[src/rtl/assert_macros.svh]
// Assertion macros used by the top level of the quad segment test block
`ifndef ASSERT_MACROS_SVH
`define ASSERT_MACROS_SVH

`ifndef SYNTH
`define QPSC_ASSERT(lbl, prop, msg) \
    lbl: assert property (@(posedge clk) disable iff (!rst_n) prop) else $error(msg);
`define QPSC_ASSERT_NEVER(lbl, cond, msg) \
    lbl: assert property (@(posedge clk) disable iff (!rst_n) !(cond)) else $error(msg);
`else
`define QPSC_ASSERT(lbl, prop, msg)
`define QPSC_ASSERT_NEVER(lbl, cond, msg)
`endif

`endif

[src/rtl/qpsc_pkg.sv]
// Shared constants, register codes and control types of the quad segment test block
`timescale 1ns / 1ps
`default_nettype none

package qpsc_pkg;

    localparam int COORD_BITS_DEF = 24;
    localparam int NUM_CORNERS    = 4;
    localparam int CFG_ADDR_W     = 5;
    localparam int CFG_DATA_W     = 32;

    typedef enum logic [CFG_ADDR_W-3:0] {
        REG_CORNER0_X,
        REG_CORNER0_Y,
        REG_CORNER1_X,
        REG_CORNER1_Y,
        REG_CORNER2_X,
        REG_CORNER2_Y,
        REG_CORNER3_X,
        REG_CORNER3_Y
    } cfg_reg_t;

    typedef struct packed {
        logic en1;
        logic en2;
        logic en3;
    } qpsc_stage_ctl_t;

    typedef struct packed {
        logic start_ok;
        logic end_ok;
        logic hit;
    } qpsc_edge_flags_t;

endpackage

`default_nettype wire

[src/rtl/qpsc_cfg.sv]
// APB corner registers and registered edge vectors of the quad
`timescale 1ns / 1ps
`default_nettype none

module qpsc_cfg
    import qpsc_pkg::*;
#(
    parameter int COORD_BITS = COORD_BITS_DEF
)
(
    input  wire logic                         clk,
    input  wire logic                         rst_n,
    input  wire logic                         psel,
    input  wire logic                         penable,
    input  wire logic                         pwrite,
    input  wire logic [CFG_ADDR_W-1:0]        paddr,
    input  wire logic [CFG_DATA_W-1:0]        pwdata,
    output logic      [CFG_DATA_W-1:0]        prdata,
    output logic                              pready,
    output logic signed [COORD_BITS-1:0]      corner_x [NUM_CORNERS],
    output logic signed [COORD_BITS-1:0]      corner_y [NUM_CORNERS],
    output logic signed [COORD_BITS:0]        edge_x   [NUM_CORNERS],
    output logic signed [COORD_BITS:0]        edge_y   [NUM_CORNERS]
);

    localparam int DW = COORD_BITS + 1;

    logic signed [COORD_BITS-1:0] corner_x_reg  [NUM_CORNERS];
    logic signed [COORD_BITS-1:0] corner_y_reg  [NUM_CORNERS];
    logic signed [COORD_BITS-1:0] corner_x_next [NUM_CORNERS];
    logic signed [COORD_BITS-1:0] corner_y_next [NUM_CORNERS];
    logic signed [DW-1:0]         edge_x_reg    [NUM_CORNERS];
    logic signed [DW-1:0]         edge_y_reg    [NUM_CORNERS];
    logic signed [DW-1:0]         edge_x_next   [NUM_CORNERS];
    logic signed [DW-1:0]         edge_y_next   [NUM_CORNERS];
    cfg_reg_t                     reg_idx;
    logic                         wr_en;
    logic signed [COORD_BITS-1:0] wr_val;

    assign pready  = 1'b1;
    assign wr_en   = psel && penable && pwrite;
    assign reg_idx = cfg_reg_t'(paddr[CFG_ADDR_W-1:2]);
    assign wr_val  = pwdata[COORD_BITS-1:0];

    always_comb
    begin
        corner_x_next = corner_x_reg;
        corner_y_next = corner_y_reg;
        if (wr_en)
        begin
            case (reg_idx)
                REG_CORNER0_X: corner_x_next[0] = wr_val;
                REG_CORNER0_Y: corner_y_next[0] = wr_val;
                REG_CORNER1_X: corner_x_next[1] = wr_val;
                REG_CORNER1_Y: corner_y_next[1] = wr_val;
                REG_CORNER2_X: corner_x_next[2] = wr_val;
                REG_CORNER2_Y: corner_y_next[2] = wr_val;
                REG_CORNER3_X: corner_x_next[3] = wr_val;
                REG_CORNER3_Y: corner_y_next[3] = wr_val;
                default: ;
            endcase
        end
    end

    always_comb
    begin
        for (int i = 0; i < NUM_CORNERS; i++)
        begin
            edge_x_next[i] = DW'(corner_x_reg[i])
                           - DW'(corner_x_reg[(i + NUM_CORNERS - 1) % NUM_CORNERS]);
            edge_y_next[i] = DW'(corner_y_reg[i])
                           - DW'(corner_y_reg[(i + NUM_CORNERS - 1) % NUM_CORNERS]);
        end
    end

    always_ff @(posedge clk or negedge rst_n)
    begin
        if (!rst_n)
        begin
            for (int i = 0; i < NUM_CORNERS; i++)
            begin
                corner_x_reg[i] <= '0;
                corner_y_reg[i] <= '0;
                edge_x_reg[i]   <= '0;
                edge_y_reg[i]   <= '0;
            end
        end
        else
        begin
            corner_x_reg <= corner_x_next;
            corner_y_reg <= corner_y_next;
            edge_x_reg   <= edge_x_next;
            edge_y_reg   <= edge_y_next;
        end
    end

    always_comb
    begin
        case (reg_idx)
            REG_CORNER0_X: prdata = CFG_DATA_W'(corner_x_reg[0]);
            REG_CORNER0_Y: prdata = CFG_DATA_W'(corner_y_reg[0]);
            REG_CORNER1_X: prdata = CFG_DATA_W'(corner_x_reg[1]);
            REG_CORNER1_Y: prdata = CFG_DATA_W'(corner_y_reg[1]);
            REG_CORNER2_X: prdata = CFG_DATA_W'(corner_x_reg[2]);
            REG_CORNER2_Y: prdata = CFG_DATA_W'(corner_y_reg[2]);
            REG_CORNER3_X: prdata = CFG_DATA_W'(corner_x_reg[3]);
            REG_CORNER3_Y: prdata = CFG_DATA_W'(corner_y_reg[3]);
            default:       prdata = '0;
        endcase
    end

    assign corner_x = corner_x_reg;
    assign corner_y = corner_y_reg;
    assign edge_x   = edge_x_reg;
    assign edge_y   = edge_y_reg;

endmodule

`default_nettype wire

[config.mk]
export PLATFORM = sky130hd
export DESIGN_NAME = qpsc_cfg
export DESIGN_NICKNAME = d
export VERILOG_FILES = /design/src/rtl/assert_macros.svh /design/src/rtl/qpsc_pkg.sv /design/src/rtl/qpsc_cfg.sv
export SDC_FILE = /design/constraint.sdc
export NUM_CORES = 1
export LEC_CHECK = 0
export CORE_UTILIZATION = 55
export DETAILED_ROUTE_END_ITERATION = 12
export DONT_BUFFER_PORTS = 1
export GPL_TIMING_DRIVEN = 0
export HOLD_SLACK_MARGIN = 0.12
export PLACE_DENSITY_LB_ADDON = 0.3
export SLEW_MARGIN = 20
export SYNTH_ARGS = -nofsm -noshare
export SYNTH_HDL_FRONTEND = slang
export SYNTH_SLANG_ARGS = --single-unit
[constraint.sdc]
create_clock -name clk -period 7.3 [get_ports clk]
set_input_delay 1.095 -clock clk [delete_from_list [all_inputs] [get_ports clk]]
set_output_delay 1.095 -clock clk [all_outputs]
set_load 0.01 [all_outputs]
==> metrics <==
Slew HR 27.72%; max-capacitance violation count 0; Multi-input gate area about 12,000 sq um; Chip Width roughly 210 um; largest net degree at the start of global routing slightly below 400; Peak VDD IR between 0.0002 and 0.0003 V; fillers 3,653; clk_lat worst skew about 600 ps; HP Class in2async; Clk pin slew, worst setup/hold paths about 60 ps; Max Clock Skew 25.02 ps; RSZ-0062 raised after global routing false; first-pass GRT wire length 125,600 um; Setup Fix Bufs, Post-CTS 0; via count 20.28k; CTS tree yes; Slew @ Worst Pin about 1100 ps; outcome completed; Total Neg Setup Slack 0 ps; vias in the first global route approximately 20k; crit path DAT 3930 ps; # clock sinks 392; layout cells sized above 1 between 6 and 7%; global route overflow 0; Fin. Hold Viols 0; Power per Cell Area ~450 nW/um^2; fin nets 2,886; final setup vio count 0; CP max FO 10; startpoint types input pin; CP required slightly above 6000 ps; yosys warns 0; most common cell in the netlist dfrtp_1; Lkg Pwr about 0.012 uW; register area share after synthesis between 40% and 50%; initial drt markers roughly 1.9k; Post-Syn Nets around 2.8k; TritonCTS buffer count 43; DR WL/cell 26.73 um; core area 42,130 sq um; Synth Register Bits around 390; top cells by area, synth dfrtp_1, ha_1, o21ai_0; initial antenna violation count 4; number of flops mapped to enable cells by yosys 0; post-DP HPWL ~68,000 um; Die Y between 200 and 250 um; RD Place Congestion 1.074; min Tclk post-route 5027 ps; drt pass-1 iters 6; DRT antenna net count 0; Tcrit/Tclk final about 69%; drc violations 0; Post-synth ARST share between 90% and 100%; Root Buffer clkbuf_16; Yosys top cell by area dfrtp_1; Max Buffers Root-to-Sink 3; post-synthesis cell type count 80; most frequent cells after synthesis dfrtp_1, nand2_1, o21ai_0; top-area cell type share of the netlist area between 40% and 50%; total track usage between 30% and 40%; post-CTS sizing 0; ys flop type dfrtp_1; Starting Density a little under three fifths; Site Rows 75; pre-CTS WS ~2600 ps; Die ar. between 40,000 and 50,000 sq um; synthesized area 23,560 sq um; final setup margin approximately 2300 ps; cell count after synthesis about 2.6k; DRT Wirelength between 80,000 and 90,000 um; Via density 6.298; Slew Viols, Final 0; Area Growth Syn to Fin 9.107%; hold_buf cts 0; Setup CP Type in2out; IO buf count 0; critical path capture point type output pin; # IOs roughly 470; register area between 9000 and 10,000 sq um; H-tree depth 2; Avg Cell Area, Syn 9.067 sq um; Fmax 198.9 MHz
==> cells by family after synthesis <==
family	synth area share, %
flip-flops	41.63
multiplexers	2.273
AND/OR/NAND/NOR	11.79
adder cells (fa/ha/maj)	10.87
XOR/XNOR	5.947
AO/OA/AOI/OAI	21.03
other	0.01591
buffers and inverters	6.441
==> placed cells by master, fill, tap and decap left out, drive strengths merged, types with 16 or more instances in the layout <==
cell	count
a21o	62
a21oi	207
a221oi	17
a31oi	29
and3	16
buf	39
clkbuf	153
dfrtp	392
ha	192
inv	251
nand2	337
nand2b	20
nand3	41
nand4	25
nor2	100
nor2b	44
nor3	20
o21a	27
o21ai	313
o21bai	17
xnor2	105
xor2	55
==> per-layer routing <==
metal  share of wire, %  vias to the layer above  GRT usage (%)
li1                   -                     9103              -
met1                 40                     9963          50.56
met2                 47                     1050          63.82
met3                9.0                      163          8.792
met4                4.1                        0          14.83
met5                  0                        -              0
==> per-stage QoR <==
stage	cells	utilization, %	hold slack [ps]	area, sq um	total power [uW]
3_5_place_dp	3138	57.53	663.8	24240	9199
2_1_floorplan	2599	-	602.9	23560	7606
3_3_place_gp	3138	57.53	657.6	24240	9133
5_1_grt	3219	61.01	190.6	25710	12240
6_report	3220	61.02	206.1	25710	11650
4_1_cts	3216	60.99	190.2	25700	11520
==> critical path, stage by stage <==
cell and delay, ps:
clkbuf_1 430, clkinv_1 530, nor2_1 280, clkbuf_1 610, a22o_1 280, a21oi_1 80
a31oi_1 600
==> where the power goes <==
part	leakage, uW	internal, uW	switching [uW]
Combinational	0.00665	1970	3110
Clock	0.000722	1350	930
Sequential	0.00449	3030	1270
==> final timing paths <==
kind | depth (start not counted) | slack [ps] | endpoint | start
worst min register to register | 2 | 680 | corner_y[72] | corner_y[72]
max in group asynchronous | 0 | 6390 | edge_y[66] | rst_n
worst max-delay path | 7 | 2270 | prdata[9] | paddr[3]
worst max register to register | 11 | 3920 | edge_x[95] | corner_x[72]
min in group clk | 2 | 680 | corner_y[72] | corner_y[72]
worst min-delay path | 0 | 210 | edge_x[0] | rst_n
==> layout make-up <==
class                           instances  share of cell area (%)
Antenna cell                            4                 0.03893
Buffer                                128                   2.253
Clock buffer                           64                   4.925
Clock inverter                         14                  0.7592
Inverter                              250                   3.650
Multi-Input combinational cell       1829                   47.60
Sequential cell                       392                   38.15
Tap cell                              539                   2.623
Power figures use the tool's default switching activity.
